[src/rtl/core/erg_pkg.sv]
// shared types, microcode table and constants for the euclidean rhythm generator
`default_nettype none

package erg_pkg;

	// largest supported step count and fixed field widths
	localparam int MAX_STEPS_DEF = 64;
	localparam int FIELD_W       = 7;
	localparam int PATTERN_W     = 64;

	// microcode address width and step addresses
	localparam int PC_W = 3;
	localparam logic [PC_W-1:0] STEP_IDLE  = 3'd0;
	localparam logic [PC_W-1:0] STEP_CHECK = 3'd1;
	localparam logic [PC_W-1:0] STEP_PAIR  = 3'd2;
	localparam logic [PC_W-1:0] STEP_CAT_X = 3'd3;
	localparam logic [PC_W-1:0] STEP_CAT_Y = 3'd4;
	localparam logic [PC_W-1:0] STEP_EMIT  = 3'd5;
	localparam logic [PC_W-1:0] STEP_WRAP  = 3'd6;

	// input beat
	typedef struct packed {
		logic [FIELD_W-1:0] steps;
		logic [FIELD_W-1:0] beats;
	} in_t;

	// output beat
	typedef struct packed {
		logic [PATTERN_W-1:0] pattern;
		logic                 bad_request;
	} out_t;

	// datapath operation selected by a control word
	typedef enum logic [2:0] {
		OP_NOP,
		OP_LOAD,
		OP_PAIR,
		OP_CAT_X,
		OP_CAT_Y,
		OP_EMIT
	} op_t;

	// jump condition selected by a control word
	typedef enum logic [2:0] {
		COND_ALWAYS,
		COND_NEVER,
		COND_NO_INPUT,
		COND_BAD,
		COND_PAIR,
		COND_X_LEFT,
		COND_Y_LEFT,
		COND_OUT_BUSY
	} cond_t;

	// one microcode word: operation, jump condition, jump target
	typedef struct packed {
		op_t             op;
		cond_t           cond;
		logic [PC_W-1:0] target;
	} ctrl_word_t;

	// datapath flags seen by the sequencer
	typedef struct packed {
		logic bad;
		logic pair_go;
		logic x_left;
		logic y_left;
	} dp_status_t;

	// microcode rom: jump to target when the condition holds, else fall through
	function automatic ctrl_word_t ucode(input logic [PC_W-1:0] pc);
		ctrl_word_t w;
		case (pc)
			STEP_IDLE:  w = '{op: OP_LOAD,  cond: COND_NO_INPUT, target: STEP_IDLE};
			STEP_CHECK: w = '{op: OP_NOP,   cond: COND_BAD,      target: STEP_EMIT};
			STEP_PAIR:  w = '{op: OP_PAIR,  cond: COND_PAIR,     target: STEP_PAIR};
			STEP_CAT_X: w = '{op: OP_CAT_X, cond: COND_X_LEFT,   target: STEP_CAT_X};
			STEP_CAT_Y: w = '{op: OP_CAT_Y, cond: COND_Y_LEFT,   target: STEP_CAT_Y};
			STEP_EMIT:  w = '{op: OP_EMIT,  cond: COND_OUT_BUSY, target: STEP_EMIT};
			STEP_WRAP:  w = '{op: OP_NOP,   cond: COND_ALWAYS,   target: STEP_IDLE};
			default:    w = '{op: OP_NOP,   cond: COND_ALWAYS,   target: STEP_IDLE};
		endcase
		return w;
	endfunction

endpackage

`default_nettype wire

[src/rtl/core/erg_seq.sv]
// microcode sequencer: step counter, control rom and conditional jumps
`default_nettype none

module erg_seq (
	input  wire logic                clk,
	input  wire logic                arst_n,
	input  wire logic                in_valid,
	input  wire logic                out_busy,
	input  wire erg_pkg::dp_status_t status,
	output erg_pkg::op_t             op
);

	logic [erg_pkg::PC_W-1:0] pc_q;
	logic [erg_pkg::PC_W-1:0] pc_d;
	erg_pkg::ctrl_word_t      word;
	logic                     take_jump;

	// fetch the control word and evaluate its condition
	always_comb begin
		word = erg_pkg::ucode(pc_q);
		case (word.cond)
			erg_pkg::COND_ALWAYS:   take_jump = 1'b1;
			erg_pkg::COND_NEVER:    take_jump = 1'b0;
			erg_pkg::COND_NO_INPUT: take_jump = !in_valid;
			erg_pkg::COND_BAD:      take_jump = status.bad;
			erg_pkg::COND_PAIR:     take_jump = status.pair_go;
			erg_pkg::COND_X_LEFT:   take_jump = status.x_left;
			erg_pkg::COND_Y_LEFT:   take_jump = status.y_left;
			erg_pkg::COND_OUT_BUSY: take_jump = out_busy;
			default:                take_jump = 1'b0;
		endcase
		pc_d = take_jump ? word.target : pc_q + 1'b1;
		op   = word.op;
	end

	// step counter
	always_ff @(posedge clk or negedge arst_n) begin
		if (!arst_n) begin
			pc_q <= erg_pkg::STEP_IDLE;
		end else begin
			pc_q <= pc_d;
		end
	end

endmodule

`default_nettype wire

[src/rtl/core/erg_dp.sv]
// datapath: group registers, pairing unit and pattern concatenation
`default_nettype none

module erg_dp #(
	parameter int MaxSteps = erg_pkg::MAX_STEPS_DEF
) (
	input  wire logic                clk,
	input  wire logic                arst_n,
	input  wire erg_pkg::op_t        op,
	input  wire logic                load,
	input  wire erg_pkg::in_t        req,
	output erg_pkg::dp_status_t      status,
	output logic [MaxSteps-1:0]      acc
);

	localparam int W  = MaxSteps;
	localparam int LW = $clog2(MaxSteps + 1);

	logic          bad_q;
	logic [W-1:0]  xbits_q, ybits_q, acc_q;
	logic [LW-1:0] xlen_q, ylen_q, xcnt_q, ycnt_q, pos_q;
	logic          bad_in;
	logic [erg_pkg::FIELD_W-1:0] rest_in;
	logic [W-1:0]  joined;

	// request check and remainder count
	assign bad_in  = (req.steps > erg_pkg::FIELD_W'(MaxSteps)) || (req.beats > req.steps);
	assign rest_in = req.steps - req.beats;

	// flags for the sequencer
	assign status.bad     = bad_q;
	assign status.pair_go = (xcnt_q > LW'(1)) && (ycnt_q > LW'(1));
	assign status.x_left  = (xcnt_q != '0);
	assign status.y_left  = (ycnt_q != '0);

	// x followed by y, first step in bit 0
	assign joined = xbits_q | (ybits_q << xlen_q);

	assign acc = acc_q;

	// bad flag is control state
	always_ff @(posedge clk or negedge arst_n) begin
		if (!arst_n) begin
			bad_q <= 1'b0;
		end else if (load) begin
			bad_q <= bad_in;
		end
	end

	// group registers and accumulator
	always_ff @(posedge clk) begin
		case (op)
			erg_pkg::OP_LOAD: begin
				if (load) begin
					xbits_q <= W'(1);
					xlen_q  <= LW'(1);
					xcnt_q  <= req.beats[LW-1:0];
					ybits_q <= '0;
					ylen_q  <= LW'(1);
					ycnt_q  <= rest_in[LW-1:0];
					acc_q   <= '0;
					pos_q   <= '0;
				end
			end
			erg_pkg::OP_PAIR: begin
				if (status.pair_go) begin
					if (xcnt_q >= ycnt_q) begin
						xcnt_q  <= ycnt_q;
						ycnt_q  <= xcnt_q - ycnt_q;
						ybits_q <= xbits_q;
						ylen_q  <= xlen_q;
					end else begin
						ycnt_q <= ycnt_q - xcnt_q;
					end
					xbits_q <= joined;
					xlen_q  <= xlen_q + ylen_q;
				end
			end
			erg_pkg::OP_CAT_X: begin
				if (status.x_left) begin
					acc_q  <= acc_q | (xbits_q << pos_q);
					pos_q  <= pos_q + xlen_q;
					xcnt_q <= xcnt_q - 1'b1;
				end
			end
			erg_pkg::OP_CAT_Y: begin
				if (status.y_left) begin
					acc_q  <= acc_q | (ybits_q << pos_q);
					pos_q  <= pos_q + ylen_q;
					ycnt_q <= ycnt_q - 1'b1;
				end
			end
			default: begin
			end
		endcase
	end

endmodule

`default_nettype wire

[src/rtl/core/euclidean_rhythm_generator.sv]
// top level of the euclidean rhythm generator
//
// channel  direction  handshake              payload
// in       input      in_valid / in_ready    in_data  (steps, beats)
// out      output     out_valid / out_ready  out_data (pattern, bad_request)
//
// one beat in gives one beat out; a request runs p pairing rounds and x + y
// concatenation steps (p + x + y <= steps), and a bad request goes from the
// check step straight to emit. the microcode sequencer runs one datapath step
// a cycle, except while it waits at idle for input or at emit for the output.
// reset puts the step counter at idle and empties the output register.
// a stalled output holds the sequencer at its emit step; the next request is
// taken while a result still waits in the output register.
`default_nettype none

module euclidean_rhythm_generator #(
	parameter int MaxSteps = erg_pkg::MAX_STEPS_DEF
) (
	input  wire logic          clk,
	input  wire logic          arst_n,
	input  wire logic          in_valid,
	output logic               in_ready,
	input  wire erg_pkg::in_t  in_data,
	output logic               out_valid,
	input  wire logic          out_ready,
	output erg_pkg::out_t      out_data
);

	erg_pkg::op_t        op;
	erg_pkg::dp_status_t status;
	logic [MaxSteps-1:0] acc;
	logic                in_fire;
	logic                emit;
	logic                out_valid_q;
	erg_pkg::out_t       out_q;

	// handshakes
	assign in_ready = (op == erg_pkg::OP_LOAD);
	assign in_fire  = in_valid && in_ready;
	assign emit     = (op == erg_pkg::OP_EMIT) && !out_valid_q;

	// sequencer
	erg_seq u_seq (
		.clk      (clk),
		.arst_n   (arst_n),
		.in_valid (in_valid),
		.out_busy (out_valid_q),
		.status   (status),
		.op       (op)
	);

	// datapath
	erg_dp #(
		.MaxSteps (MaxSteps)
	) u_dp (
		.clk    (clk),
		.arst_n (arst_n),
		.op     (op),
		.load   (in_fire),
		.req    (in_data),
		.status (status),
		.acc    (acc)
	);

	// output register valid
	always_ff @(posedge clk or negedge arst_n) begin
		if (!arst_n) begin
			out_valid_q <= 1'b0;
		end else if (emit) begin
			out_valid_q <= 1'b1;
		end else if (out_ready) begin
			out_valid_q <= 1'b0;
		end
	end

	// output register payload
	always_ff @(posedge clk) begin
		if (emit) begin
			out_q.pattern     <= status.bad ? '0 : erg_pkg::PATTERN_W'(acc);
			out_q.bad_request <= status.bad;
		end
	end

	assign out_valid = out_valid_q;
	assign out_data  = out_q;

	// sequencer leaves idle right after taking a request
	a_leave_idle: assert property (@(posedge clk) disable iff (!arst_n)
		in_fire |=> !in_ready)
		else $error("sequencer still ready after taking a request");

	// a result appears only after an emit step
	a_emit_source: assert property (@(posedge clk) disable iff (!arst_n)
		$rose(out_valid) |-> $past(op == erg_pkg::OP_EMIT))
		else $error("output became valid without an emit step");

	// a refused request carries an empty pattern
	a_bad_zero: assert property (@(posedge clk) disable iff (!arst_n)
		(out_valid && out_data.bad_request) |-> (out_data.pattern == '0))
		else $error("bad request with nonzero pattern");

	// emit never overwrites a waiting result
	a_no_overwrite: assert property (@(posedge clk) disable iff (!arst_n)
		(out_valid && !out_ready) |=> $stable(out_data))
		else $error("waiting result overwritten");

endmodule

`default_nettype wire
[config.mk]
export PLATFORM = sky130hd
export DESIGN_NAME = euclidean_rhythm_generator
export DESIGN_NICKNAME = d
export VERILOG_FILES = /design/src/rtl/core/erg_pkg.sv /design/src/rtl/core/erg_seq.sv /design/src/rtl/core/erg_dp.sv /design/src/rtl/core/euclidean_rhythm_generator.sv
export SDC_FILE = /design/constraint.sdc
export NUM_CORES = 1
export LEC_CHECK = 0
export ABC_CLOCK_PERIOD_IN_PS = 11150
export BUFFER_PORTS_ARGS = -buffer_cell sky130_fd_sc_hd__buf_2
export CAP_MARGIN = 20
export CORE_UTILIZATION = 40
export CTS_BUF_LIST = sky130_fd_sc_hd__clkbuf_2 sky130_fd_sc_hd__clkbuf_4 sky130_fd_sc_hd__clkbuf_8
export DETAILED_ROUTE_END_ITERATION = 10
export GPL_TIMING_DRIVEN = 0
export PLACE_DENSITY_LB_ADDON = 0.12
export SLEW_MARGIN = 20
export SYNTH_ARGS = -nofsm -noshare
export SYNTH_HDL_FRONTEND = slang
export SYNTH_SLANG_ARGS = --single-unit
[constraint.sdc]
create_clock -name clk -period 11.15 [get_ports clk]
set_clock_uncertainty 0.15 [all_clocks]
set_input_delay 2.23 -clock clk [delete_from_list [all_inputs] [get_ports clk]]
set_output_delay 2.23 -clock clk [all_outputs]
set_load 0.01 [all_outputs]
==> flow_summary_export.csv, run 1 <==
group,metric,value,unit
setup_path,start_kind,"flip-flop",
cells_and_area,final_area,24160,µm²
cts,cts-resized-gates,0,
placement,gp_congestion,0.9837,
placement,dpl-instance-area,22940,µm²
timing,tns,0,ns
cells_and_area,fin_cells,2869,
detailed_routing,vias_per_cell,6.261,
cells_and_area,drive_gt1_share,18.49,%
setup_path,worstPathArrival,3.15,ns
yosys,synthArstFlopShare,1.684,%
global_routing,grt_pass1_wl,124900,µm
cts,cts_tree,"yes",
yosys,ys_types,68,
global_routing,grt.busiest_layer,"met2",
timing,fin_crit,5.528,ns
cells_and_area,final_nets,2201,
yosys,ys_ff_latch,297,
die,die_x,232.9,µm
setup_path,crit_path_max_fanout,10,
global_routing,use_met1,42.33,%
cells_and_area,fillCellCount,4998,
timing,slew_headroom,17.27,%
detailed_routing,antenna_left,0,
yosys,yosysTopAreaCell,"edfxtp_1",
die,core_area,52660,µm²
cts,clk_pin_slew,0.06,ns
global_routing,grt_pass1_vias,17530,
cts,cts_setup_buffers,0,
timing,fin_ws,5.622,ns
yosys,ys.flop_type,"edfxtp_1",
yosys,yosys.area_share.simple,13.10,%
cells_and_area,area_growth,13.28,%
cells_and_area,mostFrequentLayoutCells,"edfxtp_1, nand2_1, mux2i_1, nor2_1, a21oi_1",
yosys,netlist.area_leader.share,41.12,%
cells_and_area,multiInputGateArea,11630,µm²
yosys,yosysWarnings,0,
yosys,seq_area_frac_synth,41.71,%
detailed_routing,drc,0,
timing,max_freq,180.9,MHz
global_routing,grt_max_degree,24,
cts,clock-sinks,297,
die,die_area,54240,µm²
yosys,syn_area_per_cell,10.81,µm²
timing,rsz0062_at_grt,"no",
detailed_routing,drt-total-wl,87160,µm
cells_and_area,seq_area,8894,µm²
yosys,synth_xor_xnor_area_share,0.9447,%
cts,cts_buffers,56,
global_routing,grt_overflow,0,
min_path,hold_class,"flip-flop to flip-flop",
placement,dp.cells,2766,
setup_path,crit_path_end_kind,"primary output",
timing,slew_viol_final,0,
global_routing,grt.total_usage,32.36,%
setup_path,worst-setup-path-type,"flip-flop to primary output",
detailed_routing,firstDrtPassIters,6,
die,ioPinCount,85,
yosys,synth-edff-count,292,
run_status,status,"finished clean",
yosys,synth-adder-area-share,2.934,%
yosys,syn_nets,2038,
detailed_routing,initialDrtViolationCount,2051,
cts,insertion_delay,0.64,ns
global_routing,grt_use_met2,52.72,%
global_routing,antenna_found_initial,0,
detailed_routing,wl_per_cell,30.38,µm
yosys,syn_inst,1973,
cts,clockBufferDepth,3,
cts,postCtsHoldBufs,0,
setup_path,required,8.77,ns
die,die_height,232.9,µm
cts,cts_root_buf,"clkbuf_8",
timing,setup_violations,0,
timing,hold_viol,0,
yosys,synth_top_family_by_area,"multiplexers",
cells_and_area,final_common_cell,"edfxtp_1",
cts,cts_htree_levels,2,
detailed_routing,num_vias,17960,
die,start_util,40.50,%
yosys,synth_mux_area_share,24.39,%
flow_run,cap_violations,0,
yosys,synth_area_leaders,"edfxtp_1, mux4_2, mux2i_1",
timing,max_slew.worst_pin.slew,1.206,ns
timing,finalCritPeriodShare,49.57,%
placement,hpwl,69110,µm
global_routing,grt_util_met3,4.767,%
die,rows,84,
yosys,synth_compound_area_share,12.91,%
placement,pre_cts_ws,6.266,ns
yosys,syn-cell-area,21320,µm²
placement,numPortBuffers,84,
worst max-delay path: stages, from the launching register on:
cell      delay [ns]
dfrtp_1         0.40
inv_1           0.11
ha_1            0.16
buf_2           0.20
nor2_1          0.08
o21a_1          0.16
clkbuf_1        0.22
or4_1           0.54
clkbuf_1        0.24
inv_1           0.23
buf_2           0.17
registers in the layout, summed over array words and instances, names as in the netlist:
register,count
u_dp.ybits_q,64
u_dp.ycnt_q,7
u_dp.xbits_q,64
u_dp.xlen_q,7
out_valid,1
u_dp.xcnt_q,7
u_dp.ylen_q,7
u_seq.pc_q,3
u_dp.bad_q,1
out_data,65
u_dp.acc,64
u_dp.pos_q,7
path summary, 6_finish.rpt:
check                           depth (start not counted)  slack, ns               end          start
worst max-delay path                                   10       5.62          in_ready  u_seq.pc_q[0]
worst min register to register                          2       0.40      u_dp.acc[27]   u_dp.acc[27]
min in group asynchronous                               1       1.25     u_seq.pc_q[0]         arst_n
worst min-delay path                                    2       0.40      u_dp.acc[27]   u_dp.acc[27]
max in group asynchronous                               1       9.47     u_seq.pc_q[1]         arst_n
worst max register to register                         12       6.15  u_dp.xbits_q[14]  u_seq.pc_q[0]
layer usage:
metal / routed length [µm] / share of wire (%)
met4: 4396 / 5.0
met1: 35680 / 41
met3: 6177 / 7.1
met5: 0 / 0
met2: 40900 / 47
final cells by class:
class                   instances  share of cell area, %
multi-input cells            1470                  48.14
clock buffers                  75                  3.807
plain buffers                 152                  2.699
inverters                      54                 0.8391
repair buffers                105                  2.921
well taps                     688                  3.564
diodes                          1                0.01036
flip-flops and latches        297                  36.82
clock inverters                27                  1.207
kinds of logic (layout without fill, tap and decap cells):
family,after synthesis,count (layout)
adder cells (fa/ha/maj),47,47
AO/OA/AOI/OAI,435,435
AND/OR/NAND/NOR,599,599
buffers and inverters,206,413
multiplexers,366,366
XOR/XNOR,23,23
flip-flops,297,297
other,0,1
cell usage after synthesis, types with 28 or more instances:
cell	count
a21o_1	29
a21oi_1	126
and2_1	75
buf_1	28
buf_2	30
clkbuf_1	86
edfxtp_1	292
ha_1	42
inv_1	51
mux2_2	29
mux2i_1	217
mux4_2	119
nand2_1	226
nor2_1	151
nor2b_1	79
o21ai_0	98
o22ai_1	31
through the flow:
step | util, % | hold slack, ns
finish | 45.87 | 0.4001
global route | 45.87 | 0.4344
CTS | 45.87 | 0.4032
detailed placement | 43.57 | 0.3875
global placement | 42.93 | 0.3826
floorplan | - | 0.3150
Power of run 1 is left out: the tool's default activity adds up to more than one toggle a clock period on the data nets, which glitch-free logic cannot reach.
==> run 2, diff against run 1 <==
- ABC_CLOCK_PERIOD_IN_PS: 11150 -> 5100
- clock period: 11.15 -> 5.1 ns (I/O delays scaled with it)
==> flow_summary_export.csv, run 2 (synthesis results as in run 1) <==
group,metric,value,unit
run_status,status,"finished clean",
setup_path,crit_path_max_fanout,10,
detailed_routing,drt-total-wl,87460,µm
global_routing,grt_overflow,0,
cts,cts_setup_buffers,0,
cts,cts_buffers,54,
cts,cts_tree,"yes",
cts,cts-resized-gates,0,
cells_and_area,multiInputGateArea,11640,µm²
min_path,hold_class,"flip-flop to flip-flop",
cts,clk_pin_slew,0.06,ns
setup_path,start_kind,"flip-flop",
timing,rsz0062_at_grt,"no",
placement,hpwl,68990,µm
detailed_routing,firstDrtPassIters,8,
timing,max_freq,209.6,MHz
cells_and_area,n_antenna_cell,0,
cells_and_area,drive_gt1_share,18.04,%
global_routing,grt_pass1_vias,17380,
die,die_height,232.9,µm
die,core_area,52660,µm²
cts,clockBufferDepth,3,
global_routing,antenna_found_initial,0,
detailed_routing,initialDrtViolationCount,2073,
die,die_x,232.9,µm
timing,hold_viol,0,
cells_and_area,final_common_cell,"edfxtp_1",
timing,worst_hold_slack,0.3969,ns
placement,numPortBuffers,84,
die,start_util,40.50,%
cells_and_area,fillCellCount,4965,
die,ioPinCount,85,
timing,slew_headroom,23.17,%
global_routing,grt_pass1_wl,124700,µm
min_path,hold_depth,2,
cells_and_area,final_area,24090,µm²
placement,gp_congestion,1.010,
cells_and_area,largest_reg_flops,65,
cts,insertion_delay,0.66,ns
die,rows,84,
global_routing,grt_max_degree,22,
timing,max_slew.worst_pin.slew,1.152,ns
cells_and_area,area_growth,12.98,%
timing,slew_viol_final,0,
flow_run,cap_violations,0,
timing,setup_violations,0,
cells_and_area,mostFrequentLayoutCells,"edfxtp_1, nand2_1, mux2i_1, nor2_1, a21oi_1",
cts,cts_root_buf,"clkbuf_8",
placement,dpl-instance-area,23010,µm²
cells_and_area,seq_area,8894,µm²
timing,fin_ws,0.3280,ns
timing,finalCritPeriodShare,93.57,%
cts,cts_htree_levels,2,
timing,fin_crit,4.772,ns
detailed_routing,antenna_left,0,
setup_path,worstPathArrival,4.96,ns
placement,pre_cts_ws,0.1807,ns
detailed_routing,drc,0,
global_routing,grt.total_usage,32.35,%
setup_path,crit_path_end_kind,"flip-flop",
detailed_routing,vias_per_cell,6.296,
setup_path,ff2ff_path_depth,13,
detailed_routing,num_vias,17980,
setup_path,worst-setup-path-type,"flip-flop to flip-flop",
cells_and_area,final_nets,2198,
die,die_area,54240,µm²
cts,clock-sinks,297,
detailed_routing,wl_per_cell,30.64,µm
setup_path,required,5.29,ns
[run 2: final timing paths]
check                           endpoint           from  slack (ns)
setup / recovery            u_dp.acc[59]  u_seq.pc_q[2]        0.33
hold / removal              u_dp.acc[25]   u_dp.acc[25]        0.40
setup reg to reg            u_dp.acc[59]  u_seq.pc_q[2]        0.33
hold reg to reg             u_dp.acc[25]   u_dp.acc[25]        0.40
max in group asynchronous     u_dp.bad_q         arst_n        4.09
min in group asynchronous  u_seq.pc_q[1]         arst_n        0.57
[run 2: critical path: stages (launching register included)]
cell	delay, ns
dfrtp_1	0.35
clkbuf_2	0.16
inv_1	0.21
ha_1	0.18
clkbuf_2	0.19
nand4bb_1	0.18
buf_6	0.20
buf_2	0.38
mux2i_1	0.47
mux2i_1	0.19
mux4_2	0.53
a221o_1	0.35
a211oi_1	0.80
nor2_1	0.08
[run 2: area by class of cell]
cell class	instances	area share (%)
multi-input combinational	1470	48.30
inverter	54	0.8413
clock inverter	20	0.9036
buffer	151	2.690
tap	688	3.573
timing repair buffer	105	3.199
clock buffer	70	3.583
sequential	297	36.91
[run 2: routing by layer]
metal | vias to the layer above | GRT usage, % | share of wire, %
met2 | 945 | 52.39 | 47
li1 | 7751 | - | -
met5 | - | 0 | 0
met1 | 9077 | 42.06 | 41
met4 | 0 | 15.99 | 5.3
met3 | 202 | 5.012 | 7.2
[run 2: repair_timing]
action / in CTS / in global routing
hold buffers: 1 / 0
hold endpoints to repair: 5 / 0
setup endpoints to repair: 0 / 11
[run 2: per-stage QoR]
| step | std cells | util (%) | TNS (ns) |
|---|---|---|---|
| finish | 2855 | 45.76 | 0 |
| global route | 2855 | 45.76 | 0 |
| CTS | 2856 | 45.76 | 0 |
| floorplan | 1973 | - | -10.16 |
| detailed placement | 2765 | 43.69 | 0 |
| global placement | 2745 | 42.98 | -395.94 |
Power of run 2 is left out for the same reason.
